===== config.mk =====
export PLATFORM = sky130hd
export DESIGN_NAME = pointer_step_mover_core
export DESIGN_NICKNAME = d
export VERILOG_FILES = /design/src/rtl/psm_pkg.sv /design/src/rtl/psm_div.sv /design/src/rtl/psm_seq.sv /design/src/rtl/pointer_step_mover_core.sv
export SDC_FILE = /design/constraint.sdc
export NUM_CORES = 2
export LEC_CHECK = 0
export ABC_AREA = 1
export BUFFER_PORTS_ARGS = -buffer_cell sky130_fd_sc_hd__buf_2
export CAP_MARGIN = 5
export CORE_ASPECT_RATIO = 2
export CORE_MARGIN = 2
export CORE_UTILIZATION = 55
export CTS_CLUSTER_DIAMETER = 50
export DETAILED_ROUTE_END_ITERATION = 7
export PLACE_DENSITY = 0.78
export SLEW_MARGIN = 10
export SYNTH_ARGS = -nofsm -noshare
export SYNTH_HDL_FRONTEND = slang
export SYNTH_SLANG_ARGS = --single-unit

===== constraint.sdc =====
create_clock -name clk_i -period 10.2 [get_ports clk_i]
set_clock_uncertainty 0.15 [all_clocks]
set_input_delay 0.51 -clock clk_i [delete_from_list [all_inputs] [get_ports clk_i]]
set_output_delay 0.51 -clock clk_i [all_outputs]
set_load 0.02 [all_outputs]

===== src/rtl/psm_pkg.sv =====
`default_nettype none

package psm_pkg;

  localparam int unsigned CoordW   = 13;
  localparam int unsigned CorrW    = 12;
  localparam int unsigned CorrFrac = 8;
  localparam int unsigned JumpW    = 7;
  localparam int unsigned GoalW    = 15;
  localparam int unsigned PosW     = 17;
  localparam int unsigned DistW    = 16;
  localparam int unsigned RunW     = 15;
  localparam int unsigned MoveW    = 8;
  localparam int unsigned ProdW    = CoordW + CorrW;
  localparam int unsigned AddrW    = 4;
  localparam int unsigned CfgIdxW  = 2;
  localparam int unsigned CfgDataW = 13;
  localparam int unsigned DivCntW  = $clog2(DistW + 1);

  localparam int unsigned HomeMargin = 50;

  localparam logic [CoordW-1:0] ScreenWidthRst  = CoordW'(3840);
  localparam logic [CoordW-1:0] ScreenHeightRst = CoordW'(2160);
  localparam logic [CorrW-1:0]  CorrectionRst   = CorrW'(256);
  localparam logic [JumpW-1:0]  MaxJumpRst      = JumpW'(10);

  typedef enum logic [1:0] {
    MODE_SET  = 2'd0,
    MODE_STEP = 2'd1,
    MODE_HOME = 2'd2,
    MODE_NONE = 2'd3
  } mode_e;

  typedef enum logic [CfgIdxW-1:0] {
    CFG_SCREEN_WIDTH  = 2'd0,
    CFG_SCREEN_HEIGHT = 2'd1,
    CFG_CORRECTION    = 2'd2,
    CFG_MAX_JUMP      = 2'd3
  } cfg_idx_e;

  typedef enum logic [3:0] {
    OP_FETCH,
    OP_MUL_X,
    OP_GOAL_X,
    OP_MUL_Y,
    OP_GOAL_Y,
    OP_DIFF,
    OP_DIV_START,
    OP_NONE,
    OP_RUN,
    OP_STEP_DIFF,
    OP_STEP_MOVE,
    OP_HOME,
    OP_EMIT
  } uop_e;

  typedef enum logic [2:0] {
    BR_NEXT,
    BR_JUMP,
    BR_DISPATCH,
    BR_DIV_BUSY,
    BR_OUT_FREE
  } branch_e;

  typedef logic [AddrW-1:0] uaddr_t;

  typedef struct packed {
    uop_e    op;
    branch_e br;
    uaddr_t  target;
  } uword_t;

  typedef struct packed {
    logic  accept;
    mode_e mode;
    logic  div_busy;
    logic  out_free;
  } seq_status_t;

  localparam uaddr_t UA_FETCH = uaddr_t'(0);
  localparam uaddr_t UA_SET   = uaddr_t'(1);
  localparam uaddr_t UA_WAIT  = uaddr_t'(7);
  localparam uaddr_t UA_STEP  = uaddr_t'(9);
  localparam uaddr_t UA_HOME  = uaddr_t'(11);
  localparam uaddr_t UA_EMIT  = uaddr_t'(12);

  function automatic uword_t ucode(uaddr_t addr);
    uword_t w;
    unique case (addr)
      uaddr_t'(0):  w = '{op: OP_FETCH,     br: BR_DISPATCH, target: UA_FETCH};
      uaddr_t'(1):  w = '{op: OP_MUL_X,     br: BR_NEXT,     target: UA_FETCH};
      uaddr_t'(2):  w = '{op: OP_GOAL_X,    br: BR_NEXT,     target: UA_FETCH};
      uaddr_t'(3):  w = '{op: OP_MUL_Y,     br: BR_NEXT,     target: UA_FETCH};
      uaddr_t'(4):  w = '{op: OP_GOAL_Y,    br: BR_NEXT,     target: UA_FETCH};
      uaddr_t'(5):  w = '{op: OP_DIFF,      br: BR_NEXT,     target: UA_FETCH};
      uaddr_t'(6):  w = '{op: OP_DIV_START, br: BR_NEXT,     target: UA_FETCH};
      uaddr_t'(7):  w = '{op: OP_NONE,      br: BR_DIV_BUSY, target: UA_WAIT};
      uaddr_t'(8):  w = '{op: OP_RUN,       br: BR_JUMP,     target: UA_EMIT};
      uaddr_t'(9):  w = '{op: OP_STEP_DIFF, br: BR_NEXT,     target: UA_FETCH};
      uaddr_t'(10): w = '{op: OP_STEP_MOVE, br: BR_JUMP,     target: UA_EMIT};
      uaddr_t'(11): w = '{op: OP_HOME,      br: BR_NEXT,     target: UA_FETCH};
      uaddr_t'(12): w = '{op: OP_EMIT,      br: BR_OUT_FREE, target: UA_FETCH};
      default:      w = '{op: OP_NONE,      br: BR_JUMP,     target: UA_FETCH};
    endcase
    return w;
  endfunction

endpackage

`default_nettype wire


===== src/rtl/psm_div.sv =====
`default_nettype none

module psm_div (
  input  logic                       clk_i,
  input  logic                       rst_ni,
  input  logic                       start_i,
  input  logic [psm_pkg::DistW-1:0]  num_i,
  input  logic [psm_pkg::DistW-1:0]  den_i,
  output logic                       busy_o,
  output logic [psm_pkg::DistW-1:0]  quot_o
);

  logic [psm_pkg::DivCntW-1:0] cnt_q, cnt_d;
  logic [psm_pkg::DistW-1:0]   rem_q, rem_d;
  logic [psm_pkg::DistW-1:0]   quo_q, quo_d;
  logic [psm_pkg::DistW-1:0]   den_q, den_d;
  logic [psm_pkg::DistW:0]     shifted;
  logic [psm_pkg::DistW:0]     trial;
  logic                        fits;

  assign shifted = {rem_q, quo_q[psm_pkg::DistW-1]};
  assign trial   = shifted - {1'b0, den_q};
  assign fits    = shifted >= {1'b0, den_q};
  assign busy_o  = cnt_q != '0;
  assign quot_o  = quo_q;

  // one quotient bit per cycle, restoring
  always_comb begin
    cnt_d = cnt_q;
    rem_d = rem_q;
    quo_d = quo_q;
    den_d = den_q;
    if (start_i) begin
      cnt_d = psm_pkg::DivCntW'(psm_pkg::DistW);
      rem_d = '0;
      quo_d = num_i;
      den_d = den_i;
    end else if (busy_o) begin
      cnt_d = cnt_q - 1'b1;
      rem_d = fits ? trial[psm_pkg::DistW-1:0] : shifted[psm_pkg::DistW-1:0];
      quo_d = {quo_q[psm_pkg::DistW-2:0], fits};
    end
  end

  always_ff @(posedge clk_i or negedge rst_ni) begin
    if (!rst_ni) begin
      cnt_q <= '0;
    end else begin
      cnt_q <= cnt_d;
    end
  end

  always_ff @(posedge clk_i) begin
    rem_q <= rem_d;
    quo_q <= quo_d;
    den_q <= den_d;
  end

endmodule

`default_nettype wire


===== src/rtl/psm_seq.sv =====
`default_nettype none

module psm_seq (
  input  logic                 clk_i,
  input  logic                 rst_ni,
  input  psm_pkg::seq_status_t status_i,
  output psm_pkg::uword_t      uword_o
);

  psm_pkg::uaddr_t pc_q, pc_d;
  psm_pkg::uword_t uw;

  assign uw      = psm_pkg::ucode(pc_q);
  assign uword_o = uw;

  always_comb begin
    pc_d = pc_q;
    unique case (uw.br)
      psm_pkg::BR_NEXT: begin
        pc_d = pc_q + 1'b1;
      end
      psm_pkg::BR_JUMP: begin
        pc_d = uw.target;
      end
      psm_pkg::BR_DISPATCH: begin
        if (status_i.accept) begin
          unique case (status_i.mode)
            psm_pkg::MODE_SET:  pc_d = psm_pkg::UA_SET;
            psm_pkg::MODE_STEP: pc_d = psm_pkg::UA_STEP;
            psm_pkg::MODE_HOME: pc_d = psm_pkg::UA_HOME;
            psm_pkg::MODE_NONE: pc_d = psm_pkg::UA_EMIT;
          endcase
        end
      end
      psm_pkg::BR_DIV_BUSY: begin
        pc_d = status_i.div_busy ? uw.target : pc_q + 1'b1;
      end
      psm_pkg::BR_OUT_FREE: begin
        if (status_i.out_free) begin
          pc_d = uw.target;
        end
      end
      default: begin
        pc_d = psm_pkg::UA_FETCH;
      end
    endcase
  end

  always_ff @(posedge clk_i or negedge rst_ni) begin
    if (!rst_ni) begin
      pc_q <= psm_pkg::UA_FETCH;
    end else begin
      pc_q <= pc_d;
    end
  end

endmodule

`default_nettype wire


===== src/rtl/pointer_step_mover_core.sv =====
`default_nettype none

// pointer step mover: turns absolute targets into a stream of relative pointer moves
// input channel (in_valid_i / in_stall_o) takes one word per item: mode, target, home_first
// mode set target scales the target, stores it and works out the per-axis run lengths;
// mode step emits at most one clamped move; mode home clears the target, forces homing
// output channel (out_valid_o / out_stall_i) carries exactly one result word per item
// items are worked one at a time by a microcoded sequencer driving a small datapath
// set target multiplies and saturates each axis, takes the differences, then waits on the
// two 16-bit restoring dividers running side by side; step works out the offset, then
// moves; home clears the goal; the unused mode goes straight to the emit step
// the next word is fetched as the result appears
// the result sits in an output register, so a new word is taken while it waits;
// when out_stall_i is high the result holds, and a next item waits at its emit step
// configuration (cfg_we_i, cfg_idx_i, cfg_data_i) writes at once; the user writes it only
// while idle and the block does not enforce it; reset loads the default configuration,
// clears position, target and homing state and sets both run lengths to one

module pointer_step_mover_core (
  input  logic                                clk_i,
  input  logic                                rst_ni,
  input  logic                                cfg_we_i,
  input  logic [psm_pkg::CfgIdxW-1:0]         cfg_idx_i,
  input  logic [psm_pkg::CfgDataW-1:0]        cfg_data_i,
  input  logic                                in_valid_i,
  output logic                                in_stall_o,
  input  logic [1:0]                          mode_i,
  input  logic [psm_pkg::CoordW-1:0]          target_x_i,
  input  logic [psm_pkg::CoordW-1:0]          target_y_i,
  input  logic                                home_first_i,
  output logic                                out_valid_o,
  input  logic                                out_stall_i,
  output logic                                report_valid_o,
  output logic signed [psm_pkg::MoveW-1:0]    move_dx_o,
  output logic signed [psm_pkg::MoveW-1:0]    move_dy_o,
  output logic                                arrived_o
);

  localparam int unsigned PosW  = psm_pkg::PosW;
  localparam int unsigned GoalW = psm_pkg::GoalW;
  localparam int unsigned DistW = psm_pkg::DistW;
  localparam int unsigned RunW  = psm_pkg::RunW;
  localparam int unsigned MoveW = psm_pkg::MoveW;
  localparam int unsigned ProdW = psm_pkg::ProdW;
  localparam int unsigned JumpW = psm_pkg::JumpW;
  localparam int unsigned SclW  = ProdW - psm_pkg::CorrFrac;

  function automatic logic [GoalW-1:0] goal_sat(logic [ProdW-1:0] p);
    logic [SclW-1:0] s;
    s = p[ProdW-1:psm_pkg::CorrFrac];
    return (s[SclW-1:GoalW] != '0) ? '1 : s[GoalW-1:0];
  endfunction

  function automatic logic [DistW-1:0] mag(logic signed [PosW-1:0] v);
    logic signed [PosW-1:0] n;
    n = (v < 0) ? -v : v;
    return n[DistW-1:0];
  endfunction

  function automatic logic [RunW-1:0] run_sat(logic den_zero, logic [DistW-1:0] q);
    logic [RunW-1:0] r;
    if (den_zero || q == '0) begin
      r = RunW'(1);
    end else if (q[DistW-1:RunW] != '0) begin
      r = '1;
    end else begin
      r = q[RunW-1:0];
    end
    return r;
  endfunction

  function automatic logic [MoveW-1:0] clamp(logic signed [PosW-1:0] d,
                                             logic [JumpW-1:0] j);
    logic signed [PosW-1:0] js;
    logic signed [PosW-1:0] r;
    js = $signed(PosW'(j));
    if (d > js) begin
      r = js;
    end else if (d < -js) begin
      r = -js;
    end else begin
      r = d;
    end
    return r[MoveW-1:0];
  endfunction

  psm_pkg::uword_t      uw;
  psm_pkg::seq_status_t st;

  logic accept;
  logic out_free;
  logic busy_x, busy_y;
  logic [DistW-1:0] quot_x, quot_y;

  // configuration
  logic [psm_pkg::CoordW-1:0] sw_q, sw_d, sh_q, sh_d;
  logic [psm_pkg::CorrW-1:0]  corr_q, corr_d;
  logic [JumpW-1:0]           jump_q, jump_d;

  // architectural state
  logic [GoalW-1:0]       goal_x_q, goal_x_d, goal_y_q, goal_y_d;
  logic signed [PosW-1:0] pos_x_q, pos_x_d, pos_y_q, pos_y_d;
  logic                   homed_q, homed_d, on_x_q, on_x_d;
  logic [RunW-1:0]        run_x_q, run_x_d, run_y_q, run_y_d;
  logic [RunW-1:0]        left_x_q, left_x_d, left_y_q, left_y_d;
  logic                   out_valid_q, out_valid_d;

  // working registers
  logic [psm_pkg::CoordW-1:0] tx_q, tx_d, ty_q, ty_d;
  logic                       hf_q, hf_d;
  logic [ProdW-1:0]           prod_q, prod_d;
  logic [DistW-1:0]           ax_q, ax_d, ay_q, ay_d;
  logic signed [PosW-1:0]     dxd_q, dxd_d, dyd_q, dyd_d;
  logic                       res_valid_q, res_valid_d, res_arr_q, res_arr_d;
  logic [MoveW-1:0]           res_dx_q, res_dx_d, res_dy_q, res_dy_d;
  logic                       rep_q, rep_d, arr_q, arr_d;
  logic [MoveW-1:0]           dx_q, dx_d, dy_q, dy_d;

  // datapath terms
  logic signed [PosW-1:0] gx_s, gy_s, home_x, home_y;
  logic signed [PosW-1:0] mx_ext, my_ext;
  logic [MoveW-1:0]       mx, my;
  logic [RunW-1:0]        left_x_dec, left_y_dec;
  logic                   x_ne, y_ne;

  assign accept     = in_valid_i && !in_stall_o;
  assign in_stall_o = uw.op != psm_pkg::OP_FETCH;
  assign out_free   = !out_valid_q || !out_stall_i;

  assign st = '{accept:   accept,
                mode:     psm_pkg::mode_e'(mode_i),
                div_busy: busy_x || busy_y,
                out_free: out_free};

  psm_seq u_seq (
    .clk_i    (clk_i),
    .rst_ni   (rst_ni),
    .status_i (st),
    .uword_o  (uw)
  );

  psm_div u_div_x (
    .clk_i   (clk_i),
    .rst_ni  (rst_ni),
    .start_i (uw.op == psm_pkg::OP_DIV_START),
    .num_i   (ax_q),
    .den_i   (ay_q),
    .busy_o  (busy_x),
    .quot_o  (quot_x)
  );

  psm_div u_div_y (
    .clk_i   (clk_i),
    .rst_ni  (rst_ni),
    .start_i (uw.op == psm_pkg::OP_DIV_START),
    .num_i   (ay_q),
    .den_i   (ax_q),
    .busy_o  (busy_y),
    .quot_o  (quot_y)
  );

  assign gx_s   = $signed({{(PosW-GoalW){1'b0}}, goal_x_q});
  assign gy_s   = $signed({{(PosW-GoalW){1'b0}}, goal_y_q});
  assign home_x = -$signed(PosW'(sw_q) + PosW'(psm_pkg::HomeMargin));
  assign home_y = -$signed(PosW'(sh_q) + PosW'(psm_pkg::HomeMargin));

  assign mx     = clamp(dxd_q, jump_q);
  assign my     = clamp(dyd_q, jump_q);
  assign mx_ext = $signed({{(PosW-MoveW){mx[MoveW-1]}}, mx});
  assign my_ext = $signed({{(PosW-MoveW){my[MoveW-1]}}, my});
  assign x_ne   = dxd_q != '0;
  assign y_ne   = dyd_q != '0;

  assign left_x_dec = left_x_q - RunW'(left_x_q != '0);
  assign left_y_dec = left_y_q - RunW'(left_y_q != '0);

  always_comb begin
    sw_d        = sw_q;
    sh_d        = sh_q;
    corr_d      = corr_q;
    jump_d      = jump_q;
    goal_x_d    = goal_x_q;
    goal_y_d    = goal_y_q;
    pos_x_d     = pos_x_q;
    pos_y_d     = pos_y_q;
    homed_d     = homed_q;
    on_x_d      = on_x_q;
    run_x_d     = run_x_q;
    run_y_d     = run_y_q;
    left_x_d    = left_x_q;
    left_y_d    = left_y_q;
    out_valid_d = out_valid_q && out_stall_i;
    tx_d        = tx_q;
    ty_d        = ty_q;
    hf_d        = hf_q;
    prod_d      = prod_q;
    ax_d        = ax_q;
    ay_d        = ay_q;
    dxd_d       = dxd_q;
    dyd_d       = dyd_q;
    res_valid_d = res_valid_q;
    res_arr_d   = res_arr_q;
    res_dx_d    = res_dx_q;
    res_dy_d    = res_dy_q;
    rep_d       = rep_q;
    arr_d       = arr_q;
    dx_d        = dx_q;
    dy_d        = dy_q;

    if (cfg_we_i) begin
      unique case (psm_pkg::cfg_idx_e'(cfg_idx_i))
        psm_pkg::CFG_SCREEN_WIDTH:  sw_d   = cfg_data_i;
        psm_pkg::CFG_SCREEN_HEIGHT: sh_d   = cfg_data_i;
        psm_pkg::CFG_CORRECTION:    corr_d = cfg_data_i[psm_pkg::CorrW-1:0];
        psm_pkg::CFG_MAX_JUMP:      jump_d = cfg_data_i[JumpW-1:0];
      endcase
    end

    unique case (uw.op)
      psm_pkg::OP_FETCH: begin
        if (accept) begin
          tx_d        = target_x_i;
          ty_d        = target_y_i;
          hf_d        = home_first_i;
          res_valid_d = 1'b0;
          res_arr_d   = 1'b0;
          res_dx_d    = '0;
          res_dy_d    = '0;
        end
      end
      psm_pkg::OP_MUL_X: begin
        prod_d = ProdW'(tx_q) * ProdW'(corr_q);
      end
      psm_pkg::OP_GOAL_X: begin
        goal_x_d = goal_sat(prod_q);
      end
      psm_pkg::OP_MUL_Y: begin
        prod_d = ProdW'(ty_q) * ProdW'(corr_q);
      end
      psm_pkg::OP_GOAL_Y: begin
        goal_y_d = goal_sat(prod_q);
      end
      psm_pkg::OP_DIFF: begin
        homed_d = !hf_q;
        ax_d    = mag(hf_q ? gx_s : gx_s - pos_x_q);
        ay_d    = mag(hf_q ? gy_s : gy_s - pos_y_q);
      end
      psm_pkg::OP_RUN: begin
        run_x_d  = run_sat(ay_q == '0, quot_x);
        run_y_d  = run_sat(ax_q == '0, quot_y);
        left_x_d = run_sat(ay_q == '0, quot_x);
        left_y_d = run_sat(ax_q == '0, quot_y);
      end
      psm_pkg::OP_STEP_DIFF: begin
        dxd_d = (homed_q ? gx_s : home_x) - pos_x_q;
        dyd_d = (homed_q ? gy_s : home_y) - pos_y_q;
      end
      psm_pkg::OP_STEP_MOVE: begin
        if (x_ne || y_ne) begin
          res_valid_d = 1'b1;
          if (x_ne && (!y_ne || on_x_q)) begin
            res_dx_d = mx;
            pos_x_d  = pos_x_q + mx_ext;
            if (left_x_dec == '0) begin
              on_x_d   = 1'b0;
              left_x_d = run_x_q;
            end else begin
              left_x_d = left_x_dec;
            end
          end else begin
            res_dy_d = -my;
            pos_y_d  = pos_y_q + my_ext;
            if (left_y_dec == '0) begin
              on_x_d   = 1'b1;
              left_y_d = run_y_q;
            end else begin
              left_y_d = left_y_dec;
            end
          end
        end else if (!homed_q) begin
          homed_d = 1'b1;
          pos_x_d = '0;
          pos_y_d = '0;
        end else begin
          homed_d   = 1'b0;
          run_x_d   = RunW'(1);
          run_y_d   = RunW'(1);
          left_x_d  = RunW'(1);
          left_y_d  = RunW'(1);
          res_arr_d = 1'b1;
        end
      end
      psm_pkg::OP_HOME: begin
        homed_d  = 1'b0;
        goal_x_d = '0;
        goal_y_d = '0;
      end
      psm_pkg::OP_EMIT: begin
        if (out_free) begin
          out_valid_d = 1'b1;
          rep_d       = res_valid_q;
          arr_d       = res_arr_q;
          dx_d        = res_dx_q;
          dy_d        = res_dy_q;
        end
      end
      default: begin
      end
    endcase
  end

  always_ff @(posedge clk_i or negedge rst_ni) begin
    if (!rst_ni) begin
      sw_q        <= psm_pkg::ScreenWidthRst;
      sh_q        <= psm_pkg::ScreenHeightRst;
      corr_q      <= psm_pkg::CorrectionRst;
      jump_q      <= psm_pkg::MaxJumpRst;
      goal_x_q    <= '0;
      goal_y_q    <= '0;
      pos_x_q     <= '0;
      pos_y_q     <= '0;
      homed_q     <= 1'b0;
      on_x_q      <= 1'b0;
      run_x_q     <= RunW'(1);
      run_y_q     <= RunW'(1);
      left_x_q    <= '0;
      left_y_q    <= '0;
      out_valid_q <= 1'b0;
    end else begin
      sw_q        <= sw_d;
      sh_q        <= sh_d;
      corr_q      <= corr_d;
      jump_q      <= jump_d;
      goal_x_q    <= goal_x_d;
      goal_y_q    <= goal_y_d;
      pos_x_q     <= pos_x_d;
      pos_y_q     <= pos_y_d;
      homed_q     <= homed_d;
      on_x_q      <= on_x_d;
      run_x_q     <= run_x_d;
      run_y_q     <= run_y_d;
      left_x_q    <= left_x_d;
      left_y_q    <= left_y_d;
      out_valid_q <= out_valid_d;
    end
  end

  always_ff @(posedge clk_i) begin
    tx_q        <= tx_d;
    ty_q        <= ty_d;
    hf_q        <= hf_d;
    prod_q      <= prod_d;
    ax_q        <= ax_d;
    ay_q        <= ay_d;
    dxd_q       <= dxd_d;
    dyd_q       <= dyd_d;
    res_valid_q <= res_valid_d;
    res_arr_q   <= res_arr_d;
    res_dx_q    <= res_dx_d;
    res_dy_q    <= res_dy_d;
    rep_q       <= rep_d;
    arr_q       <= arr_d;
    dx_q        <= dx_d;
    dy_q        <= dy_d;
  end

  assign out_valid_o    = out_valid_q;
  assign report_valid_o = rep_q;
  assign arrived_o      = arr_q;
  assign move_dx_o      = $signed(dx_q);
  assign move_dy_o      = $signed(dy_q);

endmodule

`default_nettype wire


# Yosys cells after proc, flatten, opt, wreduce, memory -nomap -nowiden
# Memory sizes are Yosys's and may differ from the RTL's.
# Index checks and enable logic that the tools add are counted.
# W data, S select, Z words.
[word_totals] regBits=436 mem_bits_ro=176 inputBits=49 out_inout_bits=20 wordCells=238 mem_count=1
[classes] addsub=21 n_mul=2 order_cmp=8 eq_ne=36 muxes=71 reduce_logical=59
[mem_list] name="(no name shown)" depth=16 word_bits=11 read_ports=1 rd_clocked_by_memory_dff=0 wr=0 line="psm_pkg.sv:89" rtl="unique case (addr)"
[ops] operator="$mux W15" n=13
[ops] operator="$pmux W15 S2" n=6
[ops] operator="$mux W17" n=9
[ops] operator="$mux W16" n=8
[ops] operator="$mux W8" n=9
[ops] operator="$logic_not A16 Y1" n=4
[ops] operator="$mul A13 B12 Y25" n=2
[ops] operator="$pmux W25 S2" n=1
[ops] operator="$add A17 B8 Y17" n=2
[ops] operator="$ge A17 B16 Y1" n=2
[ops] operator="$gt A17 B8 Y1" n=2
[ops] operator="$lt A17 B1 Y1 const B" n=2
[ops] operator="$lt A17 B17 Y1" n=2
[ops] operator="$neg A14 Y17" n=2
[ops] operator="$reduce_bool A17 Y1" n=2
[ops] operator="$sub A16 B17 Y17" n=2
[ops] operator="$sub A17 B17 Y17" n=2
[ops] operator="$neg A16 Y16" n=2
[ops] operator="$pmux W8 S2" n=2
[ops] operator="$sub A16 B16 Y16" n=2
[ops] operator="$logic_not A15 Y1" n=2
[ops] operator="$reduce_bool A15 Y1" n=2
[ops] operator="$sub A15 B1 Y15" n=2
[ops] operator="$add A13 B6 Y14 const B" n=2
[ops] operator="other kinds (36)" n=113

# Depth between registers and ports, before layout
[depth] depth_word=8 depth_mapped=38 depth_no_buf=38

# Cells and area by module
# Synthesis repeated with hierarchy kept, for this count alone.
[hier_totals] cells_unflattened=4980 area_unflattened_um2=38399.3
[modules_own_cells] mod="pointer_step_mover_core" n_inst=1 cells_per_inst=3984 area_each_um2=31038.5 seq_area_each_um2=8704.6
[modules_own_cells] mod="psm_div" n_inst=2 cells_per_inst=451 area_each_um2=3387.0 seq_area_each_um2=1406.3
[modules_own_cells] mod="psm_seq" n_inst=1 cells_per_inst=94 area_each_um2=586.8 seq_area_each_um2=100.1

# Worst setup path before layout
# OpenSTA, ideal clock, no wires.
[synth_timing] path_type="register to register" startpoint="reg corr_q[8] (netlist bit)" endpoint="reg prod_q[22], data pin" setup_time_ns=0.256 t_arrival_ns=5.673 required_time_ns=9.794 slack_ns=4.121 stages_incl_launch_ff=30 path_buffers=2 period_less_slack_ns=6.079 cell_sequence="dfstp_2 > clkbuf_1 > clkbuf_1 > nand2_1 > fa_1 > inv_1 > fa_1 > fa_1 > fa_1 > inv_1 > fa_1 > inv_1 > ha_1 > a21oi_1 > inv_1 > a21oi_1 > o21ai_0 > a21oi_1 > inv_1 > nand2_1 > nand2_1 > a21oi_1 > inv_1 > nand2_1 > nand2_1 > a31o_2 > nand2_1 > nand3_1 > o21ai_0 > nand2_1"
[synth_between] elab_chain_len=2 elab_cells_between_ends=3 classes_between="2 x mul; 1 x mux"
[synth_lines] element="from (decl)" line="pointer_step_mover_core.sv:97" rtl="logic [psm_pkg::CorrW-1:0] corr_q, corr_d;"
[synth_lines] element="from (signal assigned)" line="pointer_step_mover_core.sv:316" rtl="corr_q <= psm_pkg::CorrectionRst;"
[synth_lines] element="from (signal assigned)" line="pointer_step_mover_core.sv:332" rtl="corr_q <= corr_d;"
[synth_lines] element="$mul A13 B12 Y25 (on tied branches)" line="pointer_step_mover_core.sv:238, pointer_step_mover_core.sv:232"
[synth_lines] element="$pmux W25 S2 *" line="pointer_step_mover_core.sv:219" rtl="unique case (uw.op)"
[synth_lines] element="via prod_d[22]" line="pointer_step_mover_core.sv:111" rtl="logic [ProdW-1:0] prod_q, prod_d;"
[synth_lines] element="to (signal assigned)" line="pointer_step_mover_core.sv:352" rtl="prod_q <= prod_d;"
[synth_lines] element="to (decl)" line="pointer_step_mover_core.sv:111"
# Mark *: on every way through the listed nets, which the timed path passes. The rest lies on a longest branch.
# A chain may end at the register's enable or synchronous reset.

# Worst setup path in the final report
[layout_timing] startpoint="reg corr_q[7] (netlist bit)" endpoint="reg prod_q[22], data pin"
# Same word-level chain as after synthesis.

==> metrics.md <==
| Metric | Value |
|---|---|
| Outcome | completed |
| Setup_tns | 0 ns |
| Synth area leaders | edfxtp_1 17%, fa_1 12%, dfrtp_1 12% |
| Worst-margin pin slew | 1.18 ns |
| Routability cong. | 0.941 |
| Fillers | 5,611 |
| RSZ-0062 raised after global routing | no |
| Post-cts sizing count | 0 |
| Root buf cell | clkbuf_16 |
| Maximum clock path buffer count | 3 |
| I/O Pins | just under 70 |
| Number of routed nets with antenna violations | 0 |
| Area growth from synthesis to layout | 8.10% |
| Num CTS Buffers | 45 |
| Synthesized area per cell | 8.04 um^2 |
| Number of global-route vias before repair | 30.6k |
| Die width | 186 um |
| Vias | 30.6k |
| Crit path DAT | 6.81 ns |
| First-pass GRT wire length | between 150 and 200 mm |
| Pre-antenna DRT Iters | 6 |
| # H-tree levels | 2 |
| Reg2Reg Setup Slack | 3.59 ns |
| Core area | 0.0654 mm^2 |
| Initial Util | 55.4% |
| Die ar. | 0.0681 mm^2 |
| Final Hold Fails | 0 |
| Placement Rows | 133 |
| DP HPWL | 73.8 mm |
| Startpoint types | flop |
| CTS tree | yes |
| Largest net degree at the start of global routing | 71 |
| Post-synth design cell area | between 0.03 and 0.04 mm^2 |
| Die height | 367 um |
| Top-area cell type share of the netlist area | 17.4% |
| Proportion of layout cells with a drive suffix above 1 | 6.68% |
| Skew-Pair Late Insertion Delay | slightly above 0.6 ns |
| Layout Nets | 5,086 |
| Asr flop ratio synth | 43.5% |
| Fin crit share | 64.8% |
| Worst hold path type | in -> reg |
| Synthesis-stage register bit count | 428 |
| Max cap viols | 0 |
| Worst slew margin | 20.3% |
| Synth cell types | 69 |
| Antenna violations before repair | 1 |
| Worst-path fanout max | 27 |
| Sequential-to-total area share from yosys stat | around 32% |
| Main synth FF type | edfxtp_1 |
| Critical path class | reg -> reg |
| Tot GR Track Use | 29.2% |
| Synth area leader | edfxtp_1 |
| Initial drt markers | 2,452 |
| Max Slew Vio Count | 0 |
| EDFF count, synth | 210 |
| Number of remaining DRC errors | 0 |
| Synthesis Warnings | 0 |
| CP endpoint kind | flop |
| F_max | 151 MHz |
| Grt ovf | 0 |
| Net Count, Synth | 5,069 |
| Req. time, crit path | 10.40 ns |
| Synth cell count leaders | 1,032 x nand2_1, 832 x inv_1, 326 x o21ai_0, 283 x ha_1, 244 x nor2_1 |
| Port bufs | 68 |
| Sink Count | 428 |
| Minimum clock period | 6.61 ns |
| Vias/cell | 5.62 |
| DR WL/cell | 17.8 um |
| Gate Count Post-Synth | 4,511 |
| Most common cell in the netlist | nand2_1 |
| Setup violators final | 0 |
| Routed wire length | 97.0 mm |
| Clock transition at path regs | 0.06 ns |
==> cells in the final DEF, fill, tap and decap left out, types with 11 or more instances in the layout <==
cell type	n
a21oi_1	241
buf_2	67
buf_4	17
clkbuf_16	45
dfrtp_1	173
dfstp_2	13
dfxtp_1	32
dlygate4sd3_1	29
edfxtp_1	210
fa_1	226
ha_1	283
inv_1	832
inv_2	17
nand2_1	1032
nand2_2	32
nand3_1	164
nand3_2	11
nand4_1	41
nor2_1	243
nor3_1	71
nor4_1	29
o211ai_1	14
o21ai_0	326
o21ai_1	15
o21bai_1	14
o22ai_1	29
or2_2	12
xnor2_1	58
xor2_1	99
==> cells by family (layout without fill, tap and decap cells) <==
group	after synthesis	in the layout	share of synthesized area (%)
and+or+nand+nor	1678	1678	19.9
buffers and inverters	996	1049	10.5
AOI/OAI and AO/OA	734	734	11.3
adders and majority gates	509	509	22.3
DFF	428	428	32.1
xor gates and xnor gates	157	157	3.79
muxes	9	9	0.280
other	0	1	0
==> flip-flops by register name (all words and copies together), names as in the netlist, 17 cells and up <==
| register | count |
|---|---|
| pos_y_q | 17 |
| pos_x_q | 17 |
| dxd_q | 17 |
| dyd_q | 17 |
| prod_q | 17 |
==> per-layer routing <==
layer | global-route usage (%) | vias to the layer above | share of wire, %
li1 | - | 14517 | -
met1 | 35.4 | 14603 | 38
met2 | 49.4 | 1147 | 49
met3 | 3.31 | 321 | 5.7
met4 | 17.7 | 0 | 7.0
met5 | 0 | - | 0
==> final cells by class <==
cell class	instances	area, um^2	area share, %
multi-input combinational	3087	20900	53.3
clock inverter	33	463	1.18
tap	877	1100	2.80
timing repair buffer	114	767	1.96
sequential	428	11600	29.7
inverter	852	3200	8.16
clock buffer	50	1160	2.97
antenna	1	2.50	0.00639
==> per-stage QoR <==
step | area [um^2] | hold WS [ns] | setup WS [ns] | utilization [%] | std cells
finish | 39200 | 0.0301 | 3.59 | 59.9 | 5442
global route | 39200 | 0.0369 | 3.16 | 59.9 | 5442
CTS | 39200 | 0.00199 | 3.66 | 59.9 | 5441
detailed placement | 37300 | 0.257 | 3.66 | 57.0 | 5329
global placement | 37300 | 0.259 | 3.78 | 57.0 | 5329
floorplan | 36200 | 0.0644 | 4.12 | - | 4511
==> worst paths after layout <==
check                             from  cells after the start          endpoint
setup / recovery             corr_q[7]                     27        prod_q[22]
hold / removal             out_stall_i                      3       out_valid_o
setup reg to reg             corr_q[7]                     27        prod_q[22]
hold reg to reg            res_dy_q[1]                      0      move_dy_o[1]
max in group asynchronous       rst_ni                      3        run_y_q[9]
min in group asynchronous       rst_ni                      2  u_div_x.cnt_q[0]
==> critical path: stages (launching register included) <==
cell and delay, ns:
dfrtp_1 1.02, nand2_1 0.18, fa_1 0.55, inv_1 0.05, fa_1 0.47, fa_1 0.53
fa_1 0.56, inv_1 0.06, fa_1 0.52, inv_1 0.04, ha_1 0.32, a21oi_1 0.17
inv_1 0.05, a21oi_1 0.10, o21ai_0 0.08, a21oi_1 0.22, inv_1 0.09, nand2_1 0.08
nand2_1 0.08, a21oi_1 0.13, inv_1 0.06, nand2_1 0.07, nand2_1 0.11, a31o_2 0.24
nand2_1 0.06, nand3_1 0.08, o21ai_0 0.19, nand2_1 0.09
==> repair_timing <==
item                                    in CTS  in global routing
endpoints found under the setup margin       0                  0
setup buffers                                0                  0
endpoints found under the hold margin       83                  0
hold buffers                                29                  0
Power is left out: the tool's default activity adds up to more than one toggle a clock period on the data nets, which glitch-free logic cannot reach.
